File: src/hdl/cip_pkg.sv
// Shared widths, types and saturation helper for the complex integer power block.
// Used by the interfaces, cip_div, complex_integer_power and the testbench; no dependencies.
`default_nettype none
package cip_pkg;

	localparam int W = 32;
	localparam int F = 16;
	localparam int E = 32;

	localparam int PW    = 2 * W;
	localparam int NUM_W = W + F;
	localparam int RND_W = PW - F + 1;
	localparam int ACC_W = ((PW - F > NUM_W) ? PW - F : NUM_W) + 2;
	localparam int CNT_W = $clog2(NUM_W);

	localparam logic [W-1:0]  ONE_MAG = W'(1) << F;
	localparam logic [PW-1:0] HALF    = PW'(1) << (F - 1);

	localparam logic signed [ACC_W-1:0] SMAX = {{(ACC_W-W+1){1'b0}}, {(W-1){1'b1}}};
	localparam logic signed [ACC_W-1:0] SMIN = {{(ACC_W-W+1){1'b1}}, {(W-1){1'b0}}};

	typedef struct packed {
		logic                clamp;
		logic signed [W-1:0] val;
	} sat_t;

	typedef struct packed {
		logic done;
		logic clamp;
	} div_rsp_t;

	function automatic sat_t sat_word(input logic signed [ACC_W-1:0] v);
		sat_t r;
		if (v > SMAX) begin
			r.clamp = 1'b1;
			r.val   = {1'b0, {(W-1){1'b1}}};
		end else if (v < SMIN) begin
			r.clamp = 1'b1;
			r.val   = {1'b1, {(W-1){1'b0}}};
		end else begin
			r.clamp = 1'b0;
			r.val   = v[W-1:0];
		end
		return r;
	endfunction

	function automatic logic [W-1:0] mag_w(input logic signed [W-1:0] x);
		return x[W-1] ? W'(-x) : W'(x);
	endfunction

endpackage
`default_nettype wire

File: src/hdl/cip_req_if.sv
// Request channel: complex base and exponent.
// Depends on cip_pkg.
`default_nettype none
interface cip_req_if;
	logic                        valid;
	logic                        ready;
	logic signed [cip_pkg::W-1:0] base_re;
	logic signed [cip_pkg::W-1:0] base_im;
	logic signed [cip_pkg::E-1:0] exponent;

	modport source (output valid, base_re, base_im, exponent, input ready);
	modport sink   (input valid, base_re, base_im, exponent, output ready);
endinterface
`default_nettype wire

File: src/hdl/cip_rsp_if.sv
// Response channel: complex power with status and clamp flag.
// Depends on cip_pkg.
`default_nettype none
interface cip_rsp_if;
	logic                        valid;
	logic                        ready;
	logic signed [cip_pkg::W-1:0] result_re;
	logic signed [cip_pkg::W-1:0] result_im;
	logic                        status;
	logic                        saturated;

	modport source (output valid, result_re, result_im, status, saturated, input ready);
	modport sink   (input valid, result_re, result_im, status, saturated, output ready);
endinterface
`default_nettype wire

File: src/hdl/complex_integer_power.sv
// Top level: complex base raised to a signed integer power, Q16.16, saturating.
// Depends on cip_pkg, cip_req_if, cip_rsp_if and cip_div.
//
//  channel | dir | payload                                      | item accepted
//  --------+-----+----------------------------------------------+--------------------
//  req     | in  | base_re, base_im, exponent                   | valid & ready
//  rsp     | out | result_re, result_im, status, saturated      | valid & ready
//
// Each item forms one complex product per set bit of |exponent| and one square per bit below its
// top set bit, on one shared 32x32 multiplier; a nonzero power with a negative exponent adds three
// divider runs and one rounded product. req.ready is high only while the sequencer is idle.
// The finished item sits in the output register, so a new item is taken while rsp is stalled.
// Reset clears the sequencer and the output valid; no memory to clear.
`default_nettype none
module complex_integer_power (
	input wire logic  clk,
	input wire logic  arst_n,
	cip_req_if.sink   req,
	cip_rsp_if.source rsp
);
	typedef enum logic [7:0] {
		S_IDLE = 8'b0000_0001,
		S_LOOP = 8'b0000_0010,
		S_CMUL = 8'b0000_0100,
		S_RDIV = 8'b0000_1000,
		S_RMUL = 8'b0001_0000,
		S_ADIV = 8'b0010_0000,
		S_BDIV = 8'b0100_0000,
		S_DONE = 8'b1000_0000
	} state_t;

	state_t state_q;

	// working operands
	logic signed [cip_pkg::W-1:0] pr_q, pi_q, br_q, bi_q;
	logic signed [cip_pkg::W-1:0] big_q, small_q, r_q, den_q;
	logic signed [cip_pkg::W-1:0] res_re_q, res_im_q;
	logic [cip_pkg::E-1:0]        m_q;
	logic                         neg_q, mdone_q, tgt_p_q, swap_q, clamp_q, res_st_q;
	logic [2:0]                   k_q;
	logic                         dgo_q;

	// shared multiplier pipeline
	logic [cip_pkg::PW-1:0]        prod_s1;
	logic                          vld_s1, neg_s1, sub_s1, im_s1;
	logic signed [cip_pkg::ACC_W-1:0] acc_re_q, acc_im_q;

	// output register
	logic                         out_v_q;
	logic signed [cip_pkg::W-1:0] out_re_q, out_im_q;
	logic                         out_st_q, out_sat_q;

	// multiplier operand selection
	logic signed [cip_pkg::W-1:0] ar, ai, mx, my;
	logic                         launch;
	logic [cip_pkg::PW:0]         rnd_full;
	logic signed [cip_pkg::ACC_W-1:0] contrib;
	cip_pkg::sat_t                sat_re, sat_im, sat_one;

	// divider
	logic [cip_pkg::W-1:0]        d_nmag;
	logic                         d_nneg;
	logic signed [cip_pkg::W-1:0] d_den, d_q;
	cip_pkg::div_rsp_t            d_rsp;
	logic                         in_acc, swap_now;
	logic [cip_pkg::E-1:0]        e_mag;

	always_comb begin
		ar = tgt_p_q ? pr_q : br_q;
		ai = tgt_p_q ? pi_q : bi_q;
		if (state_q == S_RMUL) begin
			mx = small_q;
			my = r_q;
		end else begin
			mx = (k_q == 3'd0 || k_q == 3'd2) ? ar : ai;
			my = (k_q == 3'd0 || k_q == 3'd3) ? br_q : bi_q;
		end
		launch = ((state_q == S_CMUL) && (k_q < 3'd4)) ||
		         ((state_q == S_RMUL) && (k_q == 3'd0));
	end

	// rounded product, half away from zero, signed back
	always_comb begin
		rnd_full = {1'b0, prod_s1} + {1'b0, cip_pkg::HALF};
		contrib  = {{(cip_pkg::ACC_W-cip_pkg::RND_W){1'b0}},
		            rnd_full[cip_pkg::PW:cip_pkg::F]};
		if (neg_s1 ^ sub_s1)
			contrib = -contrib;
	end

	assign sat_re  = cip_pkg::sat_word(acc_re_q);
	assign sat_im  = cip_pkg::sat_word(acc_im_q);
	assign sat_one = cip_pkg::sat_word(cip_pkg::ACC_W'(cip_pkg::ONE_MAG));
	assign swap_now = cip_pkg::mag_w(pi_q) > cip_pkg::mag_w(pr_q);
	assign e_mag    = req.exponent[cip_pkg::E-1] ? cip_pkg::E'(-req.exponent)
	                                             : cip_pkg::E'(req.exponent);

	// divider operands for the three Smith steps
	always_comb begin
		d_nmag = cip_pkg::mag_w(small_q);
		d_nneg = small_q[cip_pkg::W-1];
		d_den  = big_q;
		unique case (state_q)
			S_ADIV: begin
				d_den  = den_q;
				d_nmag = swap_q ? cip_pkg::mag_w(r_q) : cip_pkg::ONE_MAG;
				d_nneg = swap_q ? r_q[cip_pkg::W-1] : 1'b0;
			end
			S_BDIV: begin
				d_den  = den_q;
				d_nmag = swap_q ? cip_pkg::ONE_MAG : cip_pkg::mag_w(r_q);
				d_nneg = swap_q ? 1'b1 : !r_q[cip_pkg::W-1];
			end
			default: ;
		endcase
	end

	cip_div u_div (
		.clk    (clk),
		.arst_n (arst_n),
		.start  (dgo_q),
		.nmag   (d_nmag),
		.nneg   (d_nneg),
		.d      (d_den),
		.rsp    (d_rsp),
		.q      (d_q)
	);

	assign in_acc = req.valid && req.ready;

	always_ff @(posedge clk or negedge arst_n) begin
		if (!arst_n) begin
			state_q <= S_IDLE;
			k_q     <= '0;
			dgo_q   <= 1'b0;
			mdone_q <= 1'b0;
			tgt_p_q <= 1'b0;
			vld_s1  <= 1'b0;
			out_v_q <= 1'b0;
		end else begin
			dgo_q  <= 1'b0;
			vld_s1 <= launch;
			if (rsp.valid && rsp.ready)
				out_v_q <= 1'b0;
			unique case (state_q)
				S_IDLE: if (in_acc) begin
					mdone_q <= 1'b0;
					state_q <= S_LOOP;
				end
				S_LOOP: begin
					k_q <= '0;
					if (m_q == '0) begin
						if (!neg_q || (pr_q == '0 && pi_q == '0)) begin
							state_q <= S_DONE;
						end else begin
							dgo_q   <= 1'b1;
							state_q <= S_RDIV;
						end
					end else if (m_q[0] && !mdone_q) begin
						mdone_q <= 1'b1;
						tgt_p_q <= 1'b1;
						state_q <= S_CMUL;
					end else begin
						mdone_q <= 1'b0;
						if (m_q[cip_pkg::E-1:1] != '0) begin
							tgt_p_q <= 1'b0;
							state_q <= S_CMUL;
						end
					end
				end
				S_CMUL: begin
					k_q <= k_q + 3'd1;
					if (k_q == 3'd5)
						state_q <= S_LOOP;
				end
				S_RDIV: if (d_rsp.done) begin
					k_q     <= '0;
					state_q <= S_RMUL;
				end
				S_RMUL: begin
					k_q <= k_q + 3'd1;
					if (k_q == 3'd2) begin
						dgo_q   <= 1'b1;
						state_q <= S_ADIV;
					end
				end
				S_ADIV: if (d_rsp.done) begin
					dgo_q   <= 1'b1;
					state_q <= S_BDIV;
				end
				S_BDIV: if (d_rsp.done)
					state_q <= S_DONE;
				S_DONE: if (!out_v_q || rsp.ready) begin
					out_v_q <= 1'b1;
					state_q <= S_IDLE;
				end
				default: state_q <= S_IDLE;
			endcase
		end
	end

	// datapath
	always_ff @(posedge clk) begin
		prod_s1 <= cip_pkg::PW'(cip_pkg::mag_w(mx)) * cip_pkg::PW'(cip_pkg::mag_w(my));
		neg_s1  <= mx[cip_pkg::W-1] ^ my[cip_pkg::W-1];
		sub_s1  <= (state_q == S_CMUL) && (k_q == 3'd1);
		im_s1   <= (state_q == S_CMUL) && (k_q >= 3'd2);

		// accumulators: cleared or preloaded at the start of a product
		if (state_q == S_CMUL && k_q == 3'd0) begin
			acc_re_q <= '0;
			acc_im_q <= '0;
		end else if (state_q == S_RMUL && k_q == 3'd0) begin
			acc_re_q <= cip_pkg::ACC_W'(big_q);
		end else if (vld_s1) begin
			if (im_s1)
				acc_im_q <= acc_im_q + contrib;
			else
				acc_re_q <= acc_re_q + contrib;
		end

		unique case (state_q)
			S_IDLE: if (in_acc) begin
				br_q    <= req.base_re;
				bi_q    <= req.base_im;
				pr_q    <= sat_one.val;
				pi_q    <= '0;
				m_q     <= e_mag;
				neg_q   <= req.exponent[cip_pkg::E-1];
				clamp_q <= sat_one.clamp;
			end
			S_LOOP: begin
				if (m_q == '0) begin
					res_st_q <= neg_q && pr_q == '0 && pi_q == '0;
					res_re_q <= (neg_q && pr_q == '0 && pi_q == '0) ? '0 : pr_q;
					res_im_q <= (neg_q && pr_q == '0 && pi_q == '0) ? '0 : pi_q;
					swap_q   <= swap_now;
					big_q    <= swap_now ? pi_q : pr_q;
					small_q  <= swap_now ? pr_q : pi_q;
				end else if (!(m_q[0] && !mdone_q)) begin
					m_q <= m_q >> 1;
				end
			end
			S_CMUL: if (k_q == 3'd5) begin
				if (tgt_p_q) begin
					pr_q <= sat_re.val;
					pi_q <= sat_im.val;
				end else begin
					br_q <= sat_re.val;
					bi_q <= sat_im.val;
				end
				clamp_q <= clamp_q | sat_re.clamp | sat_im.clamp;
			end
			S_RDIV: if (d_rsp.done) begin
				r_q     <= d_q;
				clamp_q <= clamp_q | d_rsp.clamp;
			end
			S_RMUL: if (k_q == 3'd2) begin
				den_q   <= sat_re.val;
				clamp_q <= clamp_q | sat_re.clamp;
			end
			S_ADIV: if (d_rsp.done) begin
				res_re_q <= d_q;
				clamp_q  <= clamp_q | d_rsp.clamp;
			end
			S_BDIV: if (d_rsp.done) begin
				res_im_q <= d_q;
				clamp_q  <= clamp_q | d_rsp.clamp;
			end
			S_DONE: if (!out_v_q || rsp.ready) begin
				out_re_q  <= res_re_q;
				out_im_q  <= res_im_q;
				out_st_q  <= res_st_q;
				out_sat_q <= clamp_q;
			end
			default: ;
		endcase
	end

	assign req.ready     = (state_q == S_IDLE);
	assign rsp.valid     = out_v_q;
	assign rsp.result_re = out_re_q;
	assign rsp.result_im = out_im_q;
	assign rsp.status    = out_st_q;
	assign rsp.saturated = out_sat_q;
endmodule
`default_nettype wire

File: src/hdl/cip_div.sv
// Restoring divider: (nmag * 2^F) / d, one quotient bit a cycle, rounded and saturated.
// Depends on cip_pkg.
`default_nettype none
module cip_div (
	input  wire logic                        clk,
	input  wire logic                        arst_n,
	input  wire logic                        start,
	input  wire logic [cip_pkg::W-1:0]       nmag,
	input  wire logic                        nneg,
	input  wire logic signed [cip_pkg::W-1:0] d,
	output cip_pkg::div_rsp_t                rsp,
	output logic signed [cip_pkg::W-1:0]     q
);
	logic                            busy_q, fin_q;
	logic [cip_pkg::CNT_W-1:0]       cnt_q;
	logic [cip_pkg::NUM_W-1:0]       num_q, quo_q;
	logic [cip_pkg::W-1:0]           rem_q, dm_q;
	logic                            neg_q;
	logic [cip_pkg::W:0]             trial;
	logic                            take;
	logic [cip_pkg::NUM_W:0]         qr;
	logic signed [cip_pkg::ACC_W-1:0] qs;
	cip_pkg::sat_t                   sr;

	assign trial = {rem_q, num_q[cip_pkg::NUM_W-1]};
	assign take  = trial >= {1'b0, dm_q};

	always_ff @(posedge clk or negedge arst_n) begin
		if (!arst_n) begin
			busy_q <= 1'b0;
			fin_q  <= 1'b0;
			cnt_q  <= '0;
		end else begin
			fin_q <= 1'b0;
			if (start) begin
				busy_q <= 1'b1;
				cnt_q  <= cip_pkg::CNT_W'(cip_pkg::NUM_W - 1);
			end else if (busy_q) begin
				cnt_q <= cnt_q - cip_pkg::CNT_W'(1);
				if (cnt_q == '0) begin
					busy_q <= 1'b0;
					fin_q  <= 1'b1;
				end
			end
		end
	end

	always_ff @(posedge clk) begin
		if (start) begin
			num_q <= {nmag, {cip_pkg::F{1'b0}}};
			rem_q <= '0;
			quo_q <= '0;
			dm_q  <= cip_pkg::mag_w(d);
			neg_q <= nneg ^ d[cip_pkg::W-1];
		end else if (busy_q) begin
			num_q <= {num_q[cip_pkg::NUM_W-2:0], 1'b0};
			rem_q <= take ? cip_pkg::W'(trial - {1'b0, dm_q}) : trial[cip_pkg::W-1:0];
			quo_q <= {quo_q[cip_pkg::NUM_W-2:0], take};
		end
	end

	// round half away from zero on the remainder
	always_comb begin
		qr = {1'b0, quo_q} + ((rem_q >= dm_q - rem_q) ? (cip_pkg::NUM_W+1)'(1)
		                                              : (cip_pkg::NUM_W+1)'(0));
		qs = {{(cip_pkg::ACC_W-cip_pkg::NUM_W-1){1'b0}}, qr};
		if (neg_q)
			qs = -qs;
		sr = cip_pkg::sat_word(qs);
	end

	assign rsp.done  = fin_q;
	assign rsp.clamp = (dm_q != '0) && sr.clamp;
	assign q         = (dm_q == '0) ? '0 : sr.val;
endmodule
`default_nettype wire

File: src/flat_wrapper.sv
// flat-port wrapper written by rule: the top's interface ports become plain ports
module complex_integer_power_flat 
  (clk, arst_n, req_valid, req_base_re, req_base_im, req_exponent, req_ready, rsp_valid, rsp_result_re, rsp_result_im, rsp_status, rsp_saturated, rsp_ready);
  cip_req_if req_i ();
  cip_rsp_if rsp_i ();
  input wire logic clk;
  input wire logic arst_n;
  input wire logic [$bits(req_i.valid)-1:0] req_valid;
  input wire logic [$bits(req_i.base_re)-1:0] req_base_re;
  input wire logic [$bits(req_i.base_im)-1:0] req_base_im;
  input wire logic [$bits(req_i.exponent)-1:0] req_exponent;
  output wire logic [$bits(req_i.ready)-1:0] req_ready;
  output wire logic [$bits(rsp_i.valid)-1:0] rsp_valid;
  output wire logic [$bits(rsp_i.result_re)-1:0] rsp_result_re;
  output wire logic [$bits(rsp_i.result_im)-1:0] rsp_result_im;
  output wire logic [$bits(rsp_i.status)-1:0] rsp_status;
  output wire logic [$bits(rsp_i.saturated)-1:0] rsp_saturated;
  input wire logic [$bits(rsp_i.ready)-1:0] rsp_ready;
  assign req_i.valid = req_valid;
  assign req_i.base_re = req_base_re;
  assign req_i.base_im = req_base_im;
  assign req_i.exponent = req_exponent;
  assign req_ready = req_i.ready;
  assign rsp_valid = rsp_i.valid;
  assign rsp_result_re = rsp_i.result_re;
  assign rsp_result_im = rsp_i.result_im;
  assign rsp_status = rsp_i.status;
  assign rsp_saturated = rsp_i.saturated;
  assign rsp_i.ready = rsp_ready;
  complex_integer_power u_core (.clk(clk), .arst_n(arst_n), .req(req_i), .rsp(rsp_i));
endmodule
File: config.mk
export PLATFORM = sky130hd
export DESIGN_NAME = complex_integer_power_flat
export DESIGN_NICKNAME = d
export VERILOG_FILES = /design/src/hdl/cip_pkg.sv /design/src/hdl/cip_req_if.sv /design/src/hdl/cip_rsp_if.sv /design/src/hdl/complex_integer_power.sv /design/src/hdl/cip_div.sv /design/src/flat_wrapper.sv
export SDC_FILE = /design/constraint.sdc
export NUM_CORES = 2
export LEC_CHECK = 0
export BUFFER_PORTS_ARGS = -buffer_cell sky130_fd_sc_hd__buf_4
export CORE_ASPECT_RATIO = 1.1
export CORE_MARGIN = 1
export CORE_UTILIZATION = 38
export CTS_BUF_LIST = sky130_fd_sc_hd__clkbuf_8
export DETAILED_ROUTE_END_ITERATION = 6
export MAX_ROUTING_LAYER = met4
export PLACE_DENSITY_LB_ADDON = 0.15
export RECOVER_POWER = 25
export SLEW_MARGIN = 20
export SYNTH_ARGS = -nofsm -noshare
export SYNTH_HDL_FRONTEND = slang
export SYNTH_HIERARCHICAL = 1
export SYNTH_SLANG_ARGS = --single-unit
File: constraint.sdc
create_clock -name clk -period 19.8 [get_ports clk]
set_input_delay 3.96 -clock clk [delete_from_list [all_inputs] [get_ports clk]]
set_output_delay 3.96 -clock clk [all_outputs]
set_load 0.005 [all_outputs]
==> metrics <==
CP endpoint kind register; crit start category register; first-pass GRT wire length just under 500000 um; TritonCTS clock tree built; clock insertion delay at the later pin of the skew report 0.92 ns; Synth cell types 117; Post-synth EDFFs 487; I/O pins ~170; Die ar. 0.2192 mm^2; crit-path max FO 30; clock skew 0.06612 ns; Die H 490.9 um; r2r setup slk 6.65 ns; Worst path max stage delay between 0.9 and 1 ns; WP buf/inv 5; Final Slew Violations about 440; Via Count about 69000; Post-CTS Setup Inserts 0; vias in the first global route 68819; Final HPWL DP 259600 um; WP data arrival 13.94 ns; Clock Tree Root clkbuf_8; cts hold-fix bufs 0; sequential share of the synthesized area 24.06%; slew margin rel. -190.2%; DRC viols 0; Clock Sinks 743; Final Cycle Share about two thirds; Max clock buf depth 3; TNS Setup 0 ns; post-place setup slack 6.953 ns; Post-Syn Instances 9221; post-layout net count about 11000; first drt pass iteration count 6; Crit path top cell by count fa_1; unrepaired setup endpoints after global routing no; Synth Flop Type edfxtp_1; Max-Cap Viols 10; CTS clock-pin slew for the worst setup and hold paths 0.06 ns; TritonCTS Buffers 145; post-DR wirelength/cell 26.92 um; synthesized net count 10724; routability cong. 1.004; final-report setup violation count 0; via density per instance about 5.6; synthesis-to-finish area growth 9.896%; Hold Path Class register to register; starting density of the core 38.21%; WP data required 20.60 ns; setup ws final 6.654 ns; die width 446.5 um; WL final 331900 um; status finished with violations; H-tree depth 4; failing checks max-capacitance violations, max-slew violations; initial drt markers 6997; syn_area_per_cell 8.955 um^2; ys async rst share about 3.2%; Final Critical Period 13.15 ns; measured slew at the worst slew-check pin 4.352 ns; Port Buf Inserts approximately 170; Resize count post-CTS 0; core footprint 0.2161 mm^2; Hold Fails Final Rpt 0; num rows about 180; total gr overflow 0; register bit total from synthesis 743; kind of cell adding the most delay to the critical path adder cells; largest net degree at the start of global routing 83; Crit Path Class register to register; gr usage total 31.17%; Synth Cell Area 0.08258 mm^2; antenna violations before repair 30; layout cells sized above 1 under 10%; Slowest cell on crit path nor2b_2; Fmax 76.07 MHz; Synth warnings 6; Detail Route Antenna Nets 0
==> cell families (layout without fill, tap and decap cells) <==
logic type               count (synthesis)  count (layout)  share of synthesized area, %
AND/OR/NAND/NOR                       3019            3019                         16.41
buffers and inverters                 1610            1813                         7.531
AO/OA/AOI/OAI                         1525            1525                         11.75
adder cells (fa/ha/maj)               1403            1403                         29.43
flip-flops                             743             743                         24.06
XOR/XNOR                               682             682                         7.288
multiplexers                           239             239                         3.529
other                                    0               9                             0
==> cells in the final DEF (no fill, tap or decap), types with 293 or more instances in the layout <==
master    Yosys  final
buf_4         7    382
inv_1      1154   1199
nor2_1      867    860
xnor2_1     364    325
a21oi_1     379    377
o21ai_0     349    346
ha_1        504    504
edfxtp_1    487    487
fa_1        899    899
nand2_1    1284   1283
xor2_1      312    293
==> routing by layer <==
metal / global-route usage [%] / wire, um
met1: 41.79 / 141100
met2: 45.65 / 144000
met3: 5.333 / 27950
met4: 14.70 / 18890
met5: - / 0
==> through the flow <==
stage	hold slack, ns	utilization (%)	cell area, um^2	cells
6_report	0.4171	41.99	90750	12329
5_1_grt	0.4261	41.99	90750	12328
4_1_cts	0.4140	42.02	90810	12320
3_5_place_dp	0.4045	40.75	88070	12054
3_3_place_gp	0.4048	40.73	88040	12053
2_1_floorplan	0.4003	-	82580	9221
==> cell type report <==
class,count,area [um^2]
Multi-Input combinational cell,6868,57250
Fill cell,21642,125400
Timing Repair Buffer,391,2902
Inverter,1156,4339
Clock buffer,153,2106
Sequential cell,743,19870
Clock inverter,113,636.9
Antenna cell,9,22.52
Tap cell,2896,3623
==> sequential cells by signal, summed over array words and instances (netlist names), 48 cells and up <==
| register | flops |
|---|---|
| u_core/acc_im_q | 50 |
| u_core/acc_re_q | 50 |
| u_core/prod_s1 | 49 |
| u_core/u_div/quo_q | 48 |
==> cells in the mapped netlist (29+ instances only) <==
cell         n  area share (%)
nor2_1     867             3.9
mux4_2      31            0.85
clkbuf_1   360             1.6
inv_1     1154             5.2
a211oi_1    58            0.53
nand3_1    141            0.85
nor2b_1     44            0.33
mux2i_1    105             1.3
o22ai_1     35            0.27
o211ai_1    30            0.27
o21ai_1     44            0.27
a31oi_1     62            0.47
or3_1       68            0.52
nand2_1   1284             5.8
or4_1       47            0.43
a21oi_1    379             2.3
nor4_1      66            0.50
xor2_1     312             3.3
and3_1      54            0.41
o21bai_1    29            0.26
a21o_1     250             2.3
fa_1       899              22
nand2b_1    54            0.41
buf_2       55            0.33
o31ai_1     77            0.70
ha_1       504             7.6
o21a_1      39            0.35
mux2_2     100             1.4
o21ai_0    349             2.1
dfxtp_1    232             5.6
edfxtp_1   487              18
and2_1      64            0.48
nand4_1     97            0.73
nor3_1     106            0.64
xnor2_1    364             3.9
==> path summary, 6_finish.rpt <==
kind,start,endpoint,cells after the start
hold / removal,u_core/res_im_q[0]$_DFFE_PP_,u_core/rsp.result_im[0]$_DFFE_PP_,0
min in group asynchronous,arst_n,u_core/k_q[0]$_DFFE_PN0P_,1
setup / recovery,u_core/k_q[0]$_DFFE_PN0P_,u_core/prod_s1[57]$_DFF_P_,36
max in group asynchronous,arst_n,u_core/state_q[0]$_DFFE_PN1P_,1
setup reg to reg,u_core/k_q[0]$_DFFE_PN0P_,u_core/prod_s1[57]$_DFF_P_,36
hold reg to reg,u_core/res_im_q[0]$_DFFE_PP_,u_core/rsp.result_im[0]$_DFFE_PP_,0
Power is not shown: default switching activity piles up to over one toggle a cycle in this logic, so the estimate is an artifact.
